==> config.mk <==
export PLATFORM = sky130hd
export DESIGN_NAME = utf8_stream_decoder_core_flat
export DESIGN_NICKNAME = d
export VERILOG_FILES = /design/src/hw/rtl/u8d_pkg.sv /design/src/hw/rtl/u8d_req_if.sv /design/src/hw/rtl/u8d_rsp_if.sv /design/src/hw/rtl/u8d_step.sv /design/src/hw/rtl/u8d_emit.sv /design/src/hw/rtl/utf8_stream_decoder_core.sv /design/src/flat_wrapper.sv
export SDC_FILE = /design/constraint.sdc
export NUM_CORES = 1
export LEC_CHECK = 0
export ABC_CLOCK_PERIOD_IN_PS = 2200
export BUFFER_PORTS_ARGS = -buffer_cell sky130_fd_sc_hd__buf_2
export CELL_PAD_IN_SITES_DETAIL_PLACEMENT = 1
export CELL_PAD_IN_SITES_GLOBAL_PLACEMENT = 2
export CORE_MARGIN = 2
export CORE_UTILIZATION = 33
export CTS_BUF_LIST = sky130_fd_sc_hd__clkbuf_4
export CTS_CLUSTER_SIZE = 25
export DETAILED_ROUTE_END_ITERATION = 8
export GPL_TIMING_DRIVEN = 0
export PLACE_DENSITY = 0.86
export SETUP_SLACK_MARGIN = 0.5
export SLEW_MARGIN = 5
export SYNTH_ARGS = -nofsm -noshare
export SYNTH_HDL_FRONTEND = slang
export SYNTH_SLANG_ARGS = --single-unit
==> constraint.sdc <==
create_clock -name clock -period 2.2 [get_ports clock]
set_input_delay 0.22 -clock clock [delete_from_list [all_inputs] [get_ports clock]]
set_output_delay 0.22 -clock clock [all_outputs]
set_load 0.01 [all_outputs]
==> src/hw/rtl/u8d_pkg.sv <==
// ----------------------------------------------------------------------------
// u8d_pkg
// Shared types and constants of the UTF-8 stream decoder.
// ----------------------------------------------------------------------------
`default_nettype none

package u8d_pkg;

   localparam int unsigned BYTE_W  = 8;
   localparam int unsigned CP_W    = 21;
   localparam int unsigned COUNT_W = 3;   // results per byte: 0..4

   localparam logic [CP_W-1:0] REPL_CHAR   = 21'h00FFFD;
   localparam logic [CP_W-1:0] MIN_CP_2    = 21'h000080;
   localparam logic [CP_W-1:0] MIN_CP_3    = 21'h000800;
   localparam logic [CP_W-1:0] MIN_CP_4    = 21'h010000;
   localparam logic [CP_W-1:0] MAX_CP      = 21'h10FFFF;

   // sequence lengths held in needed_ff
   localparam logic [2:0] SEQ_LEN_2 = 3'd2;
   localparam logic [2:0] SEQ_LEN_3 = 3'd3;
   localparam logic [2:0] SEQ_LEN_4 = 3'd4;

   // Burst of results caused by one byte: count-1 replacement words, then
   // the tail word. Only the tail may differ from a replacement.
   typedef struct packed {
      logic [COUNT_W-1:0] count;
      logic [CP_W-1:0]    tail_cp;
      logic               tail_repl;
   } burst_type;

endpackage

`default_nettype wire

==> src/hw/rtl/u8d_req_if.sv <==
// ----------------------------------------------------------------------------
// u8d_req_if
// Input channel: one text byte per word, with an end-of-text flag.
// ----------------------------------------------------------------------------
`default_nettype none

interface u8d_req_if;
   logic                       valid;
   logic                       ready;
   logic [u8d_pkg::BYTE_W-1:0] text_byte;
   logic                       end_of_text;

   modport source (output valid, output text_byte, output end_of_text, input ready);
   modport sink   (input valid, input text_byte, input end_of_text, output ready);
endinterface

`default_nettype wire

==> src/hw/rtl/u8d_rsp_if.sv <==
// ----------------------------------------------------------------------------
// u8d_rsp_if
// Result channel: one decoded code point per word.
// ----------------------------------------------------------------------------
`default_nettype none

interface u8d_rsp_if;
   logic                     valid;
   logic                     ready;
   logic [u8d_pkg::CP_W-1:0] code_point;
   logic                     was_replaced;
   logic                     last_of_run;

   modport source (output valid, output code_point, output was_replaced,
                   output last_of_run, input ready);
   modport sink   (input valid, input code_point, input was_replaced,
                   input last_of_run, output ready);
endinterface

`default_nettype wire

==> src/hw/rtl/u8d_step.sv <==
// ----------------------------------------------------------------------------
// u8d_step
// Sequence state and the per-byte decode: gives the burst a byte causes and
// updates the pending sequence when the byte is accepted.
// ----------------------------------------------------------------------------
`default_nettype none

module u8d_step (
   input  wire logic                       clock,
   input  wire logic                       reset,
   input  wire logic                       accept,
   input  wire logic [u8d_pkg::BYTE_W-1:0] text_byte,
   input  wire logic                       end_of_text,
   output u8d_pkg::burst_type              burst
);
   import u8d_pkg::*;

   logic [CP_W-1:0] partial_ff, partial_in;
   logic [1:0]      held_ff, held_in;
   logic [2:0]      needed_ff, needed_in;

   logic            is_cont;
   logic [CP_W-1:0] grown;
   logic [2:0]      held_next;
   logic            bad;
   logic [2:0]      nrep;

   // decode one byte against the pending sequence
   always_comb begin
      is_cont   = (text_byte[7:6] == 2'b10);
      grown     = {partial_ff[CP_W-7:0], text_byte[5:0]};
      held_next = {1'b0, held_ff} + 3'd1;
      nrep      = {1'b0, held_ff};

      // range check of a completed sequence
      case (needed_ff)
         SEQ_LEN_2: bad = (grown < MIN_CP_2);
         SEQ_LEN_3: bad = (grown < MIN_CP_3);
         default:   bad = (grown < MIN_CP_4) || (grown > MAX_CP);
      endcase

      partial_in      = partial_ff;
      held_in         = held_ff;
      needed_in       = needed_ff;
      burst.count     = '0;
      burst.tail_cp   = REPL_CHAR;
      burst.tail_repl = 1'b1;

      if ((held_ff != 2'd0) && is_cont) begin
         if (held_next >= needed_ff) begin
            // sequence complete
            burst.count     = 3'd1;
            burst.tail_cp   = bad ? REPL_CHAR : grown;
            burst.tail_repl = bad;
            partial_in      = '0;
            held_in         = '0;
            needed_in       = '0;
         end else if (end_of_text) begin
            // cut off: one replacement per byte of the sequence, this byte included
            burst.count = held_next;
            partial_in  = '0;
            held_in     = '0;
            needed_in   = '0;
         end else begin
            partial_in = grown;
            held_in    = held_next[1:0];
         end
      end else begin
         // flush any broken sequence, then decode afresh
         partial_in = '0;
         held_in    = '0;
         needed_in  = '0;
         if (text_byte[7] == 1'b0) begin
            burst.count     = nrep + 3'd1;
            burst.tail_cp   = {{(CP_W-BYTE_W){1'b0}}, text_byte};
            burst.tail_repl = 1'b0;
         end else if ((text_byte[7:5] == 3'b110) || (text_byte[7:4] == 4'b1110)
                      || (text_byte[7:3] == 5'b11110)) begin
            if (end_of_text) begin
               burst.count = nrep + 3'd1;
            end else begin
               burst.count = nrep;
               held_in     = 2'd1;
               if (text_byte[7:5] == 3'b110) begin
                  partial_in = {{(CP_W-5){1'b0}}, text_byte[4:0]};
                  needed_in  = SEQ_LEN_2;
               end else if (text_byte[7:4] == 4'b1110) begin
                  partial_in = {{(CP_W-4){1'b0}}, text_byte[3:0]};
                  needed_in  = SEQ_LEN_3;
               end else begin
                  partial_in = {{(CP_W-3){1'b0}}, text_byte[2:0]};
                  needed_in  = SEQ_LEN_4;
               end
            end
         end else begin
            // lone continuation or invalid lead
            burst.count = nrep + 3'd1;
         end
      end
   end

   // sequence state
   always_ff @(posedge clock) begin
      if (reset) begin
         partial_ff <= '0;
         held_ff    <= '0;
         needed_ff  <= '0;
      end else if (accept) begin
         partial_ff <= partial_in;
         held_ff    <= held_in;
         needed_ff  <= needed_in;
      end
   end

endmodule

`default_nettype wire

==> src/hw/rtl/u8d_emit.sv <==
// ----------------------------------------------------------------------------
// u8d_emit
// Result register: holds the burst of one byte and plays it out one word
// per handshake, replacements first and the tail word last.
// ----------------------------------------------------------------------------
`default_nettype none

module u8d_emit (
   input  wire logic                     clock,
   input  wire logic                     reset,
   input  wire logic                     load,
   input  wire u8d_pkg::burst_type       burst,
   output logic                          space,
   output logic                          rsp_valid,
   input  wire logic                     rsp_ready,
   output logic [u8d_pkg::CP_W-1:0]      code_point,
   output logic                          was_replaced,
   output logic                          last_of_run
);
   import u8d_pkg::*;

   logic [COUNT_W-1:0] count_ff, count_in;
   logic [CP_W-1:0]    tail_cp_ff, tail_cp_in;
   logic               tail_repl_ff, tail_repl_in;
   logic               is_tail;

   assign is_tail   = (count_ff == 3'd1);
   assign rsp_valid = (count_ff != '0);
   // free now, or the final word leaves this cycle
   assign space     = (count_ff == '0) || (is_tail && rsp_ready);

   // output word
   always_comb begin
      last_of_run  = is_tail;
      code_point   = is_tail ? tail_cp_ff : REPL_CHAR;
      was_replaced = is_tail ? tail_repl_ff : 1'b1;
   end

   // burst count
   always_comb begin
      count_in     = count_ff;
      tail_cp_in   = tail_cp_ff;
      tail_repl_in = tail_repl_ff;
      if (load) begin
         count_in     = burst.count;
         tail_cp_in   = burst.tail_cp;
         tail_repl_in = burst.tail_repl;
      end else if (rsp_valid && rsp_ready) begin
         count_in = count_ff - 3'd1;
      end
   end

   always_ff @(posedge clock) begin
      if (reset) begin
         count_ff <= '0;
      end else begin
         count_ff <= count_in;
      end
   end

   always_ff @(posedge clock) begin
      tail_cp_ff   <= tail_cp_in;
      tail_repl_ff <= tail_repl_in;
   end

endmodule

`default_nettype wire

==> src/hw/rtl/utf8_stream_decoder_core.sv <==
// ----------------------------------------------------------------------------
// utf8_stream_decoder_core
// The first result of a byte is on the result port in the cycle after the
// byte is accepted. One byte per cycle is taken while each byte gives at
// most one result and the result port is ready; a byte giving more (up to
// four) holds the input while the single result register drains them.
// Reset (synchronous) clears the pending sequence and empties the output.
// ----------------------------------------------------------------------------
`default_nettype none

module utf8_stream_decoder_core (
   input  wire logic clock,
   input  wire logic reset,
   u8d_req_if.sink   req_chan,
   u8d_rsp_if.source rsp_chan
);
   import u8d_pkg::*;

   burst_type burst;
   logic      space;
   logic      accept;

   assign req_chan.ready = space;
   assign accept         = req_chan.valid && space;

   // decode against the pending sequence
   u8d_step u_step (
      .clock       (clock),
      .reset       (reset),
      .accept      (accept),
      .text_byte   (req_chan.text_byte),
      .end_of_text (req_chan.end_of_text),
      .burst       (burst)
   );

   // result register
   u8d_emit u_emit (
      .clock        (clock),
      .reset        (reset),
      .load         (accept),
      .burst        (burst),
      .space        (space),
      .rsp_valid    (rsp_chan.valid),
      .rsp_ready    (rsp_chan.ready),
      .code_point   (rsp_chan.code_point),
      .was_replaced (rsp_chan.was_replaced),
      .last_of_run  (rsp_chan.last_of_run)
   );

endmodule

`default_nettype wire
==> src/flat_wrapper.sv <==
// flat-port wrapper written by rule: the top's interface ports become plain ports
module utf8_stream_decoder_core_flat import u8d_pkg::*;
  (clock, reset, req_chan_valid, req_chan_text_byte, req_chan_end_of_text, req_chan_ready, rsp_chan_valid, rsp_chan_code_point, rsp_chan_was_replaced, rsp_chan_last_of_run, rsp_chan_ready);
  u8d_req_if req_chan_i ();
  u8d_rsp_if rsp_chan_i ();
  input  wire logic clock;
  input  wire logic reset;
  input wire logic [$bits(req_chan_i.valid)-1:0] req_chan_valid;
  input wire logic [$bits(req_chan_i.text_byte)-1:0] req_chan_text_byte;
  input wire logic [$bits(req_chan_i.end_of_text)-1:0] req_chan_end_of_text;
  output wire logic [$bits(req_chan_i.ready)-1:0] req_chan_ready;
  output wire logic [$bits(rsp_chan_i.valid)-1:0] rsp_chan_valid;
  output wire logic [$bits(rsp_chan_i.code_point)-1:0] rsp_chan_code_point;
  output wire logic [$bits(rsp_chan_i.was_replaced)-1:0] rsp_chan_was_replaced;
  output wire logic [$bits(rsp_chan_i.last_of_run)-1:0] rsp_chan_last_of_run;
  input wire logic [$bits(rsp_chan_i.ready)-1:0] rsp_chan_ready;
  assign req_chan_i.valid = req_chan_valid;
  assign req_chan_i.text_byte = req_chan_text_byte;
  assign req_chan_i.end_of_text = req_chan_end_of_text;
  assign req_chan_ready = req_chan_i.ready;
  assign rsp_chan_valid = rsp_chan_i.valid;
  assign rsp_chan_code_point = rsp_chan_i.code_point;
  assign rsp_chan_was_replaced = rsp_chan_i.was_replaced;
  assign rsp_chan_last_of_run = rsp_chan_i.last_of_run;
  assign rsp_chan_i.ready = rsp_chan_ready;
  utf8_stream_decoder_core u_core (.clock(clock), .reset(reset), .req_chan(req_chan_i), .rsp_chan(rsp_chan_i));
endmodule
=== Yosys cells after proc, flatten, opt, wreduce, memory -nomap -nowiden ===
Index checks and enable logic that the tools add are counted.

* Logic and storage cells: 70
* Bits of input ports: 13
* Register bits: 45

* Equality and inequality tests: 8
* Multiplexer cells: 36
* Reductions and logical operators: 13
* Add/sub/neg operators: 2
* $lt $le $gt $ge: 5

{| class="wikitable"
|+ Operators by type and width
! cell !! count
|-
| 2-to-1 mux 15 bit || 3
|-
| 2-to-1 mux 3 bit || 15
|-
| 2-to-1 mux 21 bit || 2
|-
| 2-to-1 mux 25 bit || 1
|-
| 2-to-1 mux 22 bit || 1
|-
| > comparator 21 bit (second input constant) || 1
|-
| less-than comparator 21 x 12 -> 1 bit (second input constant) || 1
|-
| less-than comparator 21 x 17 -> 1 bit (second input constant) || 1
|-
| less-than comparator 21 x 8 -> 1 bit (second input constant) || 1
|-
| 2-to-1 mux 5 bit || 4
|-
| 2-to-1 mux 17 bit || 1
|-
| == test 3 x 2 -> 1 bit (second input constant) || 2
|-
| 2-to-1 mux 2 bit || 3
|-
| == test 5 bit (second input constant) || 1
|-
| == test 4 bit (second input constant) || 1
|-
| logical AND 1 bit || 4
|-
| logical OR 1 bit || 4
|-
| 2-to-1 mux 1 bit || 4
|-
| 2-to-1 mux 4 bit || 1
|-
| nonzero test 2 bit || 2
|-
| adder 2 x 1 -> 3 bit (second input constant) || 1
|-
| == test 3 x 1 -> 1 bit (second input constant) || 1
|-
| == test 3 bit (second input constant) || 1
|-
| greater-or-equal comparator 3 bit || 1
|-
| 7 further kinds || 7
|}

=== Depth between registers and ports, before layout ===
* Word-level depth: 7
* Gate-level depth with buffers: 9
* Depth with buffers taken out: 7

=== Cells and area by module ===
A second synthesis with hierarchy kept.

* Cell total of the unflattened synthesis: 235
* Area, all modules: 2489.9 um2

{| class="wikitable"
|+ By module, submodules not included
! module !! seq. area each (um2) !! area each (um2) !! times used !! cells each
|-
| u8d_step || 400.4 || 1441.4 || 1 || 163
|-
| u8d_emit || 720.7 || 1042.2 || 1 || 71
|-
| utf8_stream_decoder_core || 0.0 || 6.3 || 1 || 1
|}

=== Worst setup path before layout ===
Ideal clock, no wire load.

* Kind: reg-to-reg
* Start: reg u_core.u_step.held_ff[0]
* End: reg u_core.u_emit.tail_cp_ff[10] (data pin)
* Arrival time: 2150 ps
* Clock period less this slack: 2405 ps
* Required time: 1946 ps
* Cell stages (with the launch flop): 9
* Path buffers: 1
* Path slack: -205 ps
* Path through: dfxtp_1 inv_1 ha_1 ha_1 and2_1 a21oi_1 a2111o_1 buf_2 o21a_1

{| class="wikitable"
|+ RTL lines
! what !! RTL line !! RTL
|-
| start, declared || u8d_step.sv:19 || <nowiki>logic [1:0] held_ff, held_in;</nowiki>
|-
| start signal, assigned || u8d_step.sv:110 || <nowiki>held_ff <= held_in;</nowiki>
|-
| end signal, assigned || u8d_emit.sv:62 || <nowiki>tail_cp_ff <= tail_cp_in;</nowiki>
|-
| end, declared || u8d_emit.sv:23 || <nowiki>logic [CP_W-1:0] tail_cp_ff, tail_cp_in;</nowiki>
|}

=== Worst setup path in the final report ===
* Start: reg u_core.u_step.held_ff[1]
* End: reg u_core.u_step.partial_ff[4]

* Cells in the longest elaborated chain, start to end: 4

{| class="wikitable"
|+ RTL lines
! what !! RTL line !! RTL
|-
| adder 2 x 1 -> 3 bit || u8d_step.sv:32 || <nowiki>held_next = {1'b0, held_ff} + 3'd1;</nowiki>
|-
| greater-or-equal comparator 3 bit || u8d_step.sv:50 || <nowiki>if (held_next >= needed_ff) begin</nowiki>
|-
| 2-to-1 mux 15 bit || u8d_step.sv:50 ||
|-
| 2-to-1 mux 15 bit (*) || u8d_step.sv:49 || <nowiki>if ((held_ff != 2'd0) && is_cont) begin</nowiki>
|-
| end signal, assigned || u8d_step.sv:109 || <nowiki>partial_ff <= partial_in;</nowiki>
|-
| end, declared || u8d_step.sv:18 || <nowiki>logic [CP_W-1:0] partial_ff, partial_in;</nowiki>
|}

Mark *: on every way between the ends. The rest lies on a longest branch, timed or not.
A chain may end at the register's enable or synchronous reset.

==> qor.txt <==
Starting Density - 34.59%
ys flop type - dfxtp_1
largest net degree at the start of global routing - 17
fin. max-slew vios - 0
final instance area - 0.003521 mm²
Routed Antenna Nets - 0
maxcap violations - 0
H-tree depth - 2
clk buf depth - 2
Clk Tree Root Cell - clkbuf_4
DP Area - 0.002731 mm²
Via density - 5.296
Setup WS post-layout - 0.09505 ns
routed vias - 2,108
Mean Syn Cell Area - 10.11 µm²
Port Buffers - 37
Post-synth top cells - 23 x dfxtp_1, 22 x edfxtp_1, 21 x nand2b_1
Synth Register Bits - 45
multiplexer share of the synthesized area - 3.054%
Hold Crit Class - input pin to flop
area delta synth->final - 48.18%
GRT overflow - 0
startpoint types - flop
Nets - 324
I/O pin cnt - 38
Synth async-reset ratio - 0%
pwr dens - 995.1 mW/mm²
DIE AREA - 0.007895 mm²
Synth Area in Compound Gates - 18.69%
antenna cell count - 0
Rel. slew slack - 62.90%
Crit Path Category - flop to flop
residual DRC count - 0
RSZ-0062 raised after global routing - yes
number of fill cells in the layout - 721
worst slew pin tran - 0.5523 ns
drt pass-1 iters - 4
synthesized area - 0.002376 mm²
area share of and/or/nand/nor cells after synthesis - 20.85%
vias in the first global route - 2,084
Post-Syn Instances - 235
Layout Utilization - 51.26%
ratio of cells with drive above 1 in the final layout - 44.37%
crit path capture type - flop
XOR/XNOR Fraction of Synth Area - 0.3686%
total CTS buffers - 5
hpwl dp - 4.490 mm
Seq/Total Area, Yosys - 47.18%
Net Count, Synth - 258
final hold violations - 0
cell taking the most area after synthesis - edfxtp_1
wire per inst - 18.17 µm
yosys warns - 0
most frequent cell after synthesis - dfxtp_1
VDD IR max - 0.3339 mV
WL final - 7.233 mm
EDFF count, synth - 22
GP Congestion - 0.7430
critical path's most frequent cell - ha_4
largest family of logic cells by synthesized area - simple AND/OR/NAND/NOR gates
CP max stage delay - 0.39 ns
fin crit period - 2.105 ns
arrival time worst endpoint - 2.39 ns
CTS clk-pin slew, worst paths - 0.14 ns
TritonCTS clock tree - done
Sinks on Clock Net - 45
antenna violations before repair - 0
initial DRC count - 62
Synth Area in Adders - 5.266%
wire length of the first global-routing pass - 10.83 mm
CP max FO - 5
crit-path cells - inv_2, ha_4, ha_4, a21o_1, buf_6, a211oi_4, buf_4, nand2_2, a311oi_1
FMAX - 475.1 MHz
Tot GR Track Use - 18.30%
die extent in x - 88.86 µm
status - finished, final reports clean
Leak - 0.001319 µW
pre-CTS WS - -0.04994 ns
Worst-Skew Late Latency - 0.36 ns
FP Rows - 30
CP max-delay cell - dfxtp_4
Yosys top cell area share - 27.80%
final setup TNS - 0 ns
final setup fails - 0
core area - 0.006869 mm²
Period Utilization, post-route - 95.68%
Synth area leaders - edfxtp_1 28%, dfxtp_1 19%, nand2b_1 5.5%, ha_1 5.3%, a21oi_1 3.2%
Req. time, crit path - 2.48 ns
Synth cell types - 52
height of the die - 88.86 µm
Worst Skew - 0.008179 ns
-- cells by family after synthesis --
family / after synthesis
adders and majority gates: 10
xor gates and xnor gates: 1
DFF: 45
buffers and inverters: 26
AOI/OAI and AO/OA: 59
and+or+nand+nor: 87
muxes: 7
-- final timing paths --
check | start | end | slack (ns) | cells past startpoint
worst max-delay path | u_core.u_step.held_ff[1]$_SDFFE_PP0P_ | u_core.u_step.partial_ff[4]$_SDFFE_PP0P_ | 0.1 | 9
worst min-delay path | req_chan_text_byte[0] | u_core.u_step.partial_ff[0]$_SDFFE_PP0P_ | 0.13 | 2
worst max register to register | u_core.u_step.held_ff[1]$_SDFFE_PP0P_ | u_core.u_step.partial_ff[4]$_SDFFE_PP0P_ | 0.1 | 9
worst min register to register | u_core.u_step.partial_ff[10]$_SDFFE_PP0P_ | u_core.u_step.partial_ff[10]$_SDFFE_PP0P_ | 0.50 | 2
-- power by group --
group / leakage, µW / total [µW] / switching [µW] / internal, µW
registers: 0.000395 / 1170 / 96.2 / 1080
logic: 0.000886 / 1810 / 860 / 951
clock network: 0.0000389 / 519 / 283 / 236
total: 0.00132 / 3500 / 1240 / 2260
-- registers in the layout, summed over array words and instances, names as in the netlist --
register,count
u_core.u_emit.count_ff,3
u_core.u_step.held_ff,2
u_core.u_step.partial_ff,15
u_core.u_emit.tail_repl_ff,1
u_core.u_emit.tail_cp_ff,21
u_core.u_step.needed_ff,3
-- per-stage QoR --
stage	hold slack, ns	power, µW	instances
2_1_floorplan	0.3742	1839	235
3_3_place_gp	0.4668	2140	368
3_5_place_dp	0.4670	2184	368
4_1_cts	0.1029	3154	392
5_1_grt	0.1144	3715	398
6_report	0.1256	3504	398
-- critical path: cells and delay by family (launching register included) --
| kind | cells | cell delay, ns |
|---|---|---|
| AO/OA/AOI/OAI | 3 | 0.81 |
| adder cells (fa/ha/maj) | 2 | 0.40 |
| buffers and inverters | 3 | 0.38 |
| flip-flops | 1 | 0.39 |
| AND/OR/NAND/NOR | 1 | 0.05 |
-- final cells by class --
| class | instances | area, µm² | area share [%] |
|---|---|---|---|
| Multi-Input combinational cell | 164 | 1440 | 40.90 |
| Clock buffer | 5 | 37.54 | 1.066 |
| Buffer | 15 | 126.4 | 3.589 |
| Clock inverter | 3 | 41.29 | 1.173 |
| Timing Repair Buffer | 59 | 573.1 | 16.28 |
| Inverter | 11 | 51.30 | 1.457 |
| Tap cell | 96 | 120.1 | 3.412 |
| Sequential cell | 45 | 1131 | 32.12 |
-- layout by cell type, fill, tap and decap left out, drive strengths merged, types with 2 or more instances in the layout --
cell type	instances
a2111o	2
o21ai	3
mux2i	5
and3	2
buf	67
nand3	2
inv	11
a32o	3
and2	12
dfxtp	23
or2	3
a21o	6
edfxtp	22
nor2b	2
or3	2
nand2	19
nand4	12
nand2b	21
nor4	3
a21oi	15
a311oi	3
nor2	5
ha	10
mux2	2
clkbuf	12
o21a	10
a211oi	6
-- metal layers --
metal	vias to the layer above	track usage (%)	wire length, µm
li1	993	-	-
met1	1062	22.81	3050
met2	45	33.11	3888
met3	8	2.519	212
met4	0	4.683	82
met5	-	0	0
-- timing repair --
action                                  4_1_cts  5_1_grt
gates resized for setup                      52       52
pin swaps                                    16       24
gates cloned                                  2        2
hold buffers                                  0        0
endpoints found under the setup margin       92       75
setup buffers                                14        4
No activity file was read; power rests on OpenSTA's default activity.
